File: src/sv/kuf_pkg.sv
`timescale 1ns / 1ps
package kuf_pkg;

  localparam int NODE_COUNT_DEF = 256;
  localparam int RANK_W = 4;
  localparam logic [RANK_W-1:0] RANK_MAX = 4'd15;
  localparam int WEIGHT_W = 16;
  localparam int NODE_W = 8;
  localparam int TOTAL_W = 32;

  localparam logic FUNC_CLEAR = 1'b0;

  localparam logic [1:0] OP_CLEAR = 2'd0;
  localparam logic [1:0] OP_EDGE = 2'd1;
  localparam logic [1:0] OP_SKIP = 2'd2;

  typedef struct packed {
    logic func;
    logic [WEIGHT_W-1:0] weight;
    logic [NODE_W-1:0] node_a;
    logic [NODE_W-1:0] node_b;
  } in_t;

  typedef struct packed {
    logic accepted;
    logic [TOTAL_W-1:0] total_weight;
  } out_t;

  typedef struct packed {
    logic [1:0] op;
    logic [WEIGHT_W-1:0] weight;
    logic [NODE_W-1:0] node_a;
    logic [NODE_W-1:0] node_b;
  } cmd_t;

  typedef struct packed {
    logic valid;
    cmd_t cmd;
  } fq_t;

  typedef struct packed {
    logic pop;
    logic init;
  } bk_stat_t;

endpackage

File: src/sv/kuf_ram.sv
`timescale 1ns / 1ps
module kuf_ram #(
  parameter int WIDTH = 8,
  parameter int DEPTH = 256
) (
  input  logic                     clk,
  input  logic                     we,
  input  logic [$clog2(DEPTH)-1:0] waddr,
  input  logic [WIDTH-1:0]         wdata,
  input  logic [$clog2(DEPTH)-1:0] raddr,
  output logic [WIDTH-1:0]         rdata
);

  logic [WIDTH-1:0] mem_r [DEPTH];
  logic [WIDTH-1:0] rdata_r;

  always_ff @(posedge clk) begin
    if (we) begin
      mem_r[waddr] <= wdata;
    end
    rdata_r <= mem_r[raddr];
  end

  assign rdata = rdata_r;

endmodule

File: src/sv/kuf_front.sv
`timescale 1ns / 1ps
module kuf_front #(
  parameter int NODE_COUNT = kuf_pkg::NODE_COUNT_DEF
) (
  input  logic               clk,
  input  logic               rst_n,
  input  logic               in_valid,
  output logic               in_stall,
  input  kuf_pkg::in_t       in_data,
  input  kuf_pkg::bk_stat_t  stat,
  output kuf_pkg::fq_t       fq
);
  import kuf_pkg::*;

  cmd_t       q_r [2];
  logic       wp_r;
  logic       rp_r;
  logic [1:0] cnt_r;
  logic       push;
  logic       a_ok;
  logic       b_ok;
  cmd_t       cmd_in;

  assign a_ok = int'(in_data.node_a) < NODE_COUNT;
  assign b_ok = int'(in_data.node_b) < NODE_COUNT;

  always_comb begin
    cmd_in.weight = in_data.weight;
    cmd_in.node_a = in_data.node_a;
    cmd_in.node_b = in_data.node_b;
    if (in_data.func == FUNC_CLEAR) begin
      cmd_in.op = OP_CLEAR;
    end else if (a_ok && b_ok) begin
      cmd_in.op = OP_EDGE;
    end else begin
      cmd_in.op = OP_SKIP;
    end
  end

  assign in_stall = (cnt_r == 2'd2) || stat.init;
  assign push = in_valid && !in_stall;

  assign fq.valid = cnt_r != 2'd0;
  assign fq.cmd = q_r[rp_r];

  always_ff @(posedge clk) begin
    if (push) begin
      q_r[wp_r] <= cmd_in;
    end
  end

  always_ff @(posedge clk) begin
    if (!rst_n) begin
      wp_r <= 1'b0;
      rp_r <= 1'b0;
      cnt_r <= 2'd0;
    end else begin
      if (push) begin
        wp_r <= ~wp_r;
      end
      if (stat.pop) begin
        rp_r <= ~rp_r;
      end
      case ({push, stat.pop})
        2'b10: cnt_r <= cnt_r + 2'd1;
        2'b01: cnt_r <= cnt_r - 2'd1;
        default: cnt_r <= cnt_r;
      endcase
    end
  end

endmodule

File: src/sv/kuf_back.sv
`timescale 1ns / 1ps
module kuf_back #(
  parameter int NODE_COUNT = kuf_pkg::NODE_COUNT_DEF
) (
  input  logic               clk,
  input  logic               rst_n,
  input  kuf_pkg::fq_t       fq,
  output kuf_pkg::bk_stat_t  stat,
  input  logic               out_stall,
  output logic               out_valid,
  output kuf_pkg::out_t      out_data
);
  import kuf_pkg::*;

  localparam int IW = $clog2(NODE_COUNT);
  localparam int EW = RANK_W + IW;
  localparam logic [IW-1:0] LAST_IDX = IW'(NODE_COUNT - 1);

  localparam logic [3:0] S_INIT = 4'd0;
  localparam logic [3:0] S_IDLE = 4'd1;
  localparam logic [3:0] S_FRD = 4'd2;
  localparam logic [3:0] S_FCHK = 4'd3;
  localparam logic [3:0] S_CRD = 4'd4;
  localparam logic [3:0] S_CCHK = 4'd5;
  localparam logic [3:0] S_JOIN = 4'd6;
  localparam logic [3:0] S_BUMP = 4'd7;
  localparam logic [3:0] S_OUT = 4'd8;

  logic [3:0]          state_r;
  logic [IW-1:0]       cur_r;
  logic                side_r;
  logic                clr_cmd_r;
  logic [IW-1:0]       na_r;
  logic [IW-1:0]       nb_r;
  logic [IW-1:0]       root_a_r;
  logic [IW-1:0]       root_b_r;
  logic [RANK_W-1:0]   rk_a_r;
  logic [RANK_W-1:0]   rk_b_r;
  logic [WEIGHT_W-1:0] weight_r;
  logic [TOTAL_W-1:0]  total_r;
  logic                acc_r;
  logic                out_valid_r;
  out_t                out_data_r;

  logic                we;
  logic [IW-1:0]       waddr;
  logic [EW-1:0]       wdata;
  logic [EW-1:0]       rdata;
  logic [IW-1:0]       rd_par;
  logic [RANK_W-1:0]   rd_rank;
  logic [IW-1:0]       root_cur;
  logic [TOTAL_W:0]    sum;
  logic [TOTAL_W-1:0]  sum_sat;
  logic [RANK_W-1:0]   rk_b_inc;

  kuf_ram #(
    .WIDTH(EW),
    .DEPTH(NODE_COUNT)
  ) u_ram (
    .clk  (clk),
    .we   (we),
    .waddr(waddr),
    .wdata(wdata),
    .raddr(cur_r),
    .rdata(rdata)
  );

  assign rd_par = rdata[IW-1:0];
  assign rd_rank = rdata[EW-1:IW];
  assign root_cur = side_r ? root_b_r : root_a_r;
  assign sum = {1'b0, total_r} + (TOTAL_W + 1)'(weight_r);
  assign sum_sat = sum[TOTAL_W] ? {TOTAL_W{1'b1}} : sum[TOTAL_W-1:0];
  assign rk_b_inc = (rk_b_r == RANK_MAX) ? rk_b_r : rk_b_r + RANK_W'(1);

  assign stat.pop = (state_r == S_IDLE) && fq.valid;
  assign stat.init = (state_r == S_INIT) && !clr_cmd_r;

  always_comb begin
    we = 1'b0;
    waddr = cur_r;
    wdata = {rd_rank, root_cur};
    unique case (state_r)
      S_INIT: begin
        we = 1'b1;
        wdata = {RANK_W'(0), cur_r};
      end
      S_CCHK: begin
        we = 1'b1;
      end
      S_JOIN: begin
        we = root_a_r != root_b_r;
        if (rk_a_r > rk_b_r) begin
          waddr = root_b_r;
          wdata = {rk_b_r, root_a_r};
        end else begin
          waddr = root_a_r;
          wdata = {rk_a_r, root_b_r};
        end
      end
      S_BUMP: begin
        we = 1'b1;
        waddr = root_b_r;
        wdata = {rk_b_inc, root_b_r};
      end
      default: begin
        we = 1'b0;
      end
    endcase
  end

  always_ff @(posedge clk) begin
    if (!rst_n) begin
      state_r <= S_INIT;
      cur_r <= '0;
      clr_cmd_r <= 1'b0;
      total_r <= '0;
      out_valid_r <= 1'b0;
      side_r <= 1'b0;
      acc_r <= 1'b0;
    end else begin
      if (out_valid_r && !out_stall && state_r != S_OUT) begin
        out_valid_r <= 1'b0;
      end
      unique case (state_r)
        S_INIT: begin
          cur_r <= cur_r + IW'(1);
          if (cur_r == LAST_IDX) begin
            state_r <= clr_cmd_r ? S_OUT : S_IDLE;
          end
        end
        S_IDLE: begin
          if (fq.valid) begin
            weight_r <= fq.cmd.weight;
            na_r <= IW'(fq.cmd.node_a);
            nb_r <= IW'(fq.cmd.node_b);
            acc_r <= 1'b0;
            side_r <= 1'b0;
            unique case (fq.cmd.op)
              OP_CLEAR: begin
                state_r <= S_INIT;
                cur_r <= '0;
                clr_cmd_r <= 1'b1;
                total_r <= '0;
              end
              OP_EDGE: begin
                state_r <= S_FRD;
                cur_r <= IW'(fq.cmd.node_a);
              end
              default: begin
                state_r <= S_OUT;
              end
            endcase
          end
        end
        S_FRD: begin
          state_r <= S_FCHK;
        end
        S_FCHK: begin
          if (rd_par == cur_r) begin
            if (!side_r) begin
              root_a_r <= cur_r;
              rk_a_r <= rd_rank;
              cur_r <= na_r;
            end else begin
              root_b_r <= cur_r;
              rk_b_r <= rd_rank;
              cur_r <= nb_r;
            end
            state_r <= S_CRD;
          end else begin
            cur_r <= rd_par;
            state_r <= S_FRD;
          end
        end
        S_CRD: begin
          if (cur_r == root_cur) begin
            if (!side_r) begin
              side_r <= 1'b1;
              cur_r <= nb_r;
              state_r <= S_FRD;
            end else begin
              state_r <= S_JOIN;
            end
          end else begin
            state_r <= S_CCHK;
          end
        end
        S_CCHK: begin
          cur_r <= rd_par;
          state_r <= S_CRD;
        end
        S_JOIN: begin
          if (root_a_r == root_b_r) begin
            state_r <= S_OUT;
          end else begin
            acc_r <= 1'b1;
            total_r <= sum_sat;
            state_r <= (rk_a_r == rk_b_r) ? S_BUMP : S_OUT;
          end
        end
        S_BUMP: begin
          state_r <= S_OUT;
        end
        S_OUT: begin
          if (!out_valid_r || !out_stall) begin
            out_valid_r <= 1'b1;
            out_data_r.accepted <= acc_r;
            out_data_r.total_weight <= total_r;
            clr_cmd_r <= 1'b0;
            state_r <= S_IDLE;
          end
        end
        default: begin
          state_r <= S_IDLE;
        end
      endcase
    end
  end

  assign out_valid = out_valid_r;
  assign out_data = out_data_r;

endmodule

File: src/sv/kruskal_union_find_edge_filter.sv
`timescale 1ns / 1ps
// Channel  Ports                         Moves
// in       in_valid, in_stall, in_data   clear command or one edge per transfer
// out      out_valid, out_stall, out_data  accept flag and tree total, one per input
//
// An edge takes, for each end node in turn, a find walk to its root and a compression
// walk that writes that root into every node on the path, then a join, and a rank bump
// when the two ranks tie; each find step reads the forest memory, which has separate
// read and write ports, and then checks the parent. A clear sweeps the forest memory.
// After reset the forest memory is swept with in_stall high.
// A two-entry queue keeps taking input, until it is full, while the back end walks or out_stall holds.
module kruskal_union_find_edge_filter #(
  parameter int NODE_COUNT = kuf_pkg::NODE_COUNT_DEF
) (
  input  logic          clk,
  input  logic          rst_n,
  input  logic          in_valid,
  output logic          in_stall,
  input  kuf_pkg::in_t  in_data,
  output logic          out_valid,
  input  logic          out_stall,
  output kuf_pkg::out_t out_data
);
  import kuf_pkg::*;

  fq_t      fq;
  bk_stat_t stat;

  kuf_front #(
    .NODE_COUNT(NODE_COUNT)
  ) u_front (
    .clk     (clk),
    .rst_n   (rst_n),
    .in_valid(in_valid),
    .in_stall(in_stall),
    .in_data (in_data),
    .stat    (stat),
    .fq      (fq)
  );

  kuf_back #(
    .NODE_COUNT(NODE_COUNT)
  ) u_back (
    .clk      (clk),
    .rst_n    (rst_n),
    .fq       (fq),
    .stat     (stat),
    .out_stall(out_stall),
    .out_valid(out_valid),
    .out_data (out_data)
  );

`ifndef ASSERT_OFF
  a_pop_needs_item: assert property (@(posedge clk) disable iff (!rst_n)
    stat.pop |-> fq.valid)
    else $error("queue popped while empty");

  a_no_pop_in_sweep: assert property (@(posedge clk) disable iff (!rst_n)
    stat.init |-> !stat.pop)
    else $error("command taken during forest sweep");

  a_stall_in_sweep: assert property (@(posedge clk) disable iff (!rst_n)
    stat.init |-> in_stall)
    else $error("input transfer possible during forest sweep");
`endif

endmodule
File: config.mk
export PLATFORM = sky130hd
export DESIGN_NAME = kruskal_union_find_edge_filter
export DESIGN_NICKNAME = d
export VERILOG_FILES = /design/src/sv/kuf_pkg.sv /design/src/sv/kuf_ram.sv /design/src/sv/kuf_front.sv /design/src/sv/kuf_back.sv /design/src/sv/kruskal_union_find_edge_filter.sv
export SDC_FILE = /design/constraint.sdc
export NUM_CORES = 2
export LEC_CHECK = 0
export BUFFER_PORTS_ARGS = -buffer_cell sky130_fd_sc_hd__clkbuf_2
export CAP_MARGIN = 5
export CORE_MARGIN = 3
export CORE_UTILIZATION = 40
export DETAILED_ROUTE_END_ITERATION = 10
export PLACE_DENSITY = 0.54
export REMOVE_ABC_BUFFERS = 1
export SLEW_MARGIN = 40
export SYNTH_ARGS = -nofsm -noshare
export SYNTH_HDL_FRONTEND = slang
export SYNTH_SLANG_ARGS = --single-unit
export TNS_END_PERCENT = 20
File: constraint.sdc
create_clock -name clk -period 12.8 [get_ports clk]
set_input_delay 2.56 -clock clk [delete_from_list [all_inputs] [get_ports clk]]
set_output_delay 2.56 -clock clk [all_outputs]
set_load 0.02 [all_outputs]
==> reports/results.txt <==
Status: completed
Crit path capture type: register
Post-Synth Simple-Gate Area: 2.70%
Hold Slack: 0.457 ns
First-pass GRT wire length: 539000 um
Net count reported at finish: 6718
FMAX: 172 MHz
Post-synthesis sequential area ratio: 76.4%
Avg WL per Cell: 34.5 um
Drt drc: 0
Post-synthesis adder-cell area fraction: 0.239%
Postcts setup bufs: 0
Synth unique cells: 89
DPL Wire Length: 237000 um
Cell Chain, Critical Path: buf_4 > buf_4 > buf_4 > mux4_2 > o21ai_0 > a211oi_1 > a211oi_1 > o32ai_1
Total chip power: 23.3 mW
Power Density: 157 nW/um^2
Die Y: 573 um
RSZ-0062 raised after global routing: no
Maxcap violations: 0
Crit path buffers/inverters: 3
Synth Flop Type: edfxtp_1
CP Depth: 8
Largest net degree at the start of global routing: 177
DRT iter0 DRCs: 8830
I/O Pins: 72
Slew headroom: 35.9%
Clk slew on worst S/H paths: 0.06 ns
Final hold violation count: 0
Startpoint types: register
Mux cell area share after synthesis: 14.6%
TritonCTS Buffers: 345
Initial Utilization: 40.3%
Maximum vdd ir drop: 0.107 mV
Yosys warnings: 0
Core area: 319000 sq um
Worst Tran Pin Value: 0.951 ns
Synth Register Bits: 3292
Layout cell share with drive strength beyond 1: 27.2%
Fin crit period: 5.82 ns
CP max stage cell: a211oi_1
Crit path arrival time: 6.60 ns
Post-synthesis xor/xnor area fraction: 0.286%
PortBufs: 71
Design area: 148000 sq um
Final wirelength: 387000 um
Clk sinks: 3292
Syn avg cell area: 20.5 sq um
Leakage power: 45.9 nW
Vias in the first global route: 66300
CTS Hold Bufs: 0
Final setup vio count: 0
Data required time of the critical path: 13.58 ns
Post-DRT Antenna Nets: 0
DR vias: 67100
CTS Buffer Depth: 4
CP most frequent cell: buf_4
Period utilization: 45.4%
Worst-skew pair later-pin latency: 0.95 ns
Layout Skew: 0.0613 ns
GRT Total Usage: 23.1%
Router iterations before antenna repair: 5
Area grow syn2layout: 15.3%
CP delay by family, top: buffers and inverters
Fraction of registers with async set/reset: 0%
Setup CP Type: register to register
Largest family of logic cells by synthesized area: multiplexers
Compound-Gate Fraction of Synth Area: 4.26%
Hold Path Depth: 2
Final slew viol count: 0
Total grt overflow: 0
Die X: 573 um
Placer Congestion: 0.867
CTS tree: yes
R2R depth: 8
Area after DPL: 136000 sq um
Root Buffer: clkbuf_16
Avg Vias per Cell: 5.98
Post-Synthesis Cell Area: 129000 sq um
Post-CTS sizing: 0
Initial antenna violation count: 17
Critical-path maximum fanout: 49
Post-synth EDFFs: 3227
Num rows: 207
Hold Crit Class: register to register
Die area: 328000 sq um
Cell count after synthesis: 6284
Setup TNS: 0 ns
CP max stage delay: 0.85 ns
H-tree levels: 5
[cells in the final DEF (no fill, tap or decap), types with 22 or more instances in the layout]
master / instances
nand3_1: 68
o221ai_1: 32
mux4_2: 710
bufinv_16: 41
clkbuf_1: 60
buf_4: 238
clkbuf_16: 346
clkbuf_2: 71
nor2_1: 200
nor2_4: 38
inv_1: 26
clkinv_1: 64
nor2_2: 100
a22o_1: 27
mux2i_1: 241
nand2_1: 184
a21oi_1: 162
clkinv_2: 54
a221oi_1: 90
mux2_2: 37
dfxtp_1: 57
a31oi_1: 22
o22ai_1: 36
edfxtp_1: 3227
buf_12: 22
ha_1: 23
o21ai_0: 97
xnor2_1: 27
a22oi_1: 116
[power by group]
group	internal [mW]	leakage, nW	total (mW)	switching [mW]
clock network	5.92	5.58	10.2	4.30
logic	0.478	10.7	1.25	0.772
registers	11.7	29.7	11.8	0.0450
total	18.1	45.9	23.3	5.12
[final timing paths]
check / slack (ns) / to / start
max: 6.98 / u_back.u_ram.rdata[9]$_DFF_P_ / u_back.cur_r[1]$_SDFFE_PN0P_
min: 0.46 / u_back.total_r[7]$_SDFFE_PN0P_ / u_back.total_r[7]$_SDFFE_PN0P_
max reg2reg: 6.98 / u_back.u_ram.rdata[9]$_DFF_P_ / u_back.cur_r[1]$_SDFFE_PN0P_
min reg2reg: 0.46 / u_back.total_r[7]$_SDFFE_PN0P_ / u_back.total_r[7]$_SDFFE_PN0P_
[cell usage after synthesis, types with 27 or more instances]
library cell / n / area [sq um]
o221ai_1: 37 / 324
a21oi_1: 167 / 836
o22ai_1: 36 / 225
buf_2: 132 / 661
nor2_1: 338 / 1270
dfxtp_1: 65 / 1300
edfxtp_1: 3227 / 96900
nor3_1: 31 / 155
nand2_1: 196 / 736
xnor2_1: 27 / 236
buf_1: 31 / 116
a221oi_1: 91 / 797
mux2_2: 37 / 417
mux4_2: 710 / 16000
nand3_1: 69 / 345
mux2i_1: 241 / 2410
buf_4: 43 / 323
a22o_1: 31 / 272
inv_1: 29 / 109
clkbuf_1: 138 / 518
o21ai_0: 102 / 510
a22oi_1: 116 / 871
[flip-flops by register name, summed over array words and instances (netlist names), 8 cells and up, named ones only]
register and count:
u_back.total_r 32, u_back.nb_r 8, u_front.q_r 66, u_back.root_a_r 8, u_back.na_r 8, u_back.out_data 33
u_back.root_b_r 8, u_back.cur_r 8, u_back.weight_r 16, u_back.u_ram.rdata 12, u_back.u_ram.mem_r 3072
[worst min-delay path, cell delays in order (launching register included)]
cell	delay (ns)
dfxtp_1	0.32
nand2_1	0.06
nand2_1	0.04
[per-layer routing]
metal,GRT usage [%],part of all wire (%),vias up
met4,7.91,3.8,10
li1,-,-,27100
met5,0,0.016,-
met3,5.12,8.8,614
met1,33.2,42,36100
met2,34.8,45,3315
[per-stage QoR]
step | setup WS (ns) | util [%] | cells
floorplan | -26.79 | - | 5926
global placement | 6.93 | 42.4 | 10600
detailed placement | 7.07 | 42.8 | 10600
CTS | 7.07 | 46.4 | 11200
global route | 7.09 | 46.5 | 11200
finish | 6.98 | 46.5 | 11200
[kinds of logic (layout without fill, tap and decap cells)]
kind of cell | after synthesis | after routing
AOI/OAI and AO/OA | 773 | 773
adders and majority gates | 24 | 24
other | 0 | 10
and+or+nand+nor | 775 | 775
DFF | 3292 | 3292
muxes | 988 | 988
buffers and inverters | 390 | 1041
xor gates and xnor gates | 42 | 42
[layout make-up]
class / instances / area (sq um)
well taps: 4284 / 5360
clock buffers: 418 / 9050
multi-input cells: 2602 / 29500
clock inverters: 207 / 2540
flip-flops and latches: 3292 / 98200
diodes: 10 / 25.0
fillers: 26500 / 171000
inverters: 32 / 125
repair buffers: 384 / 3370
No activity file was read; power rests on OpenSTA's default activity.
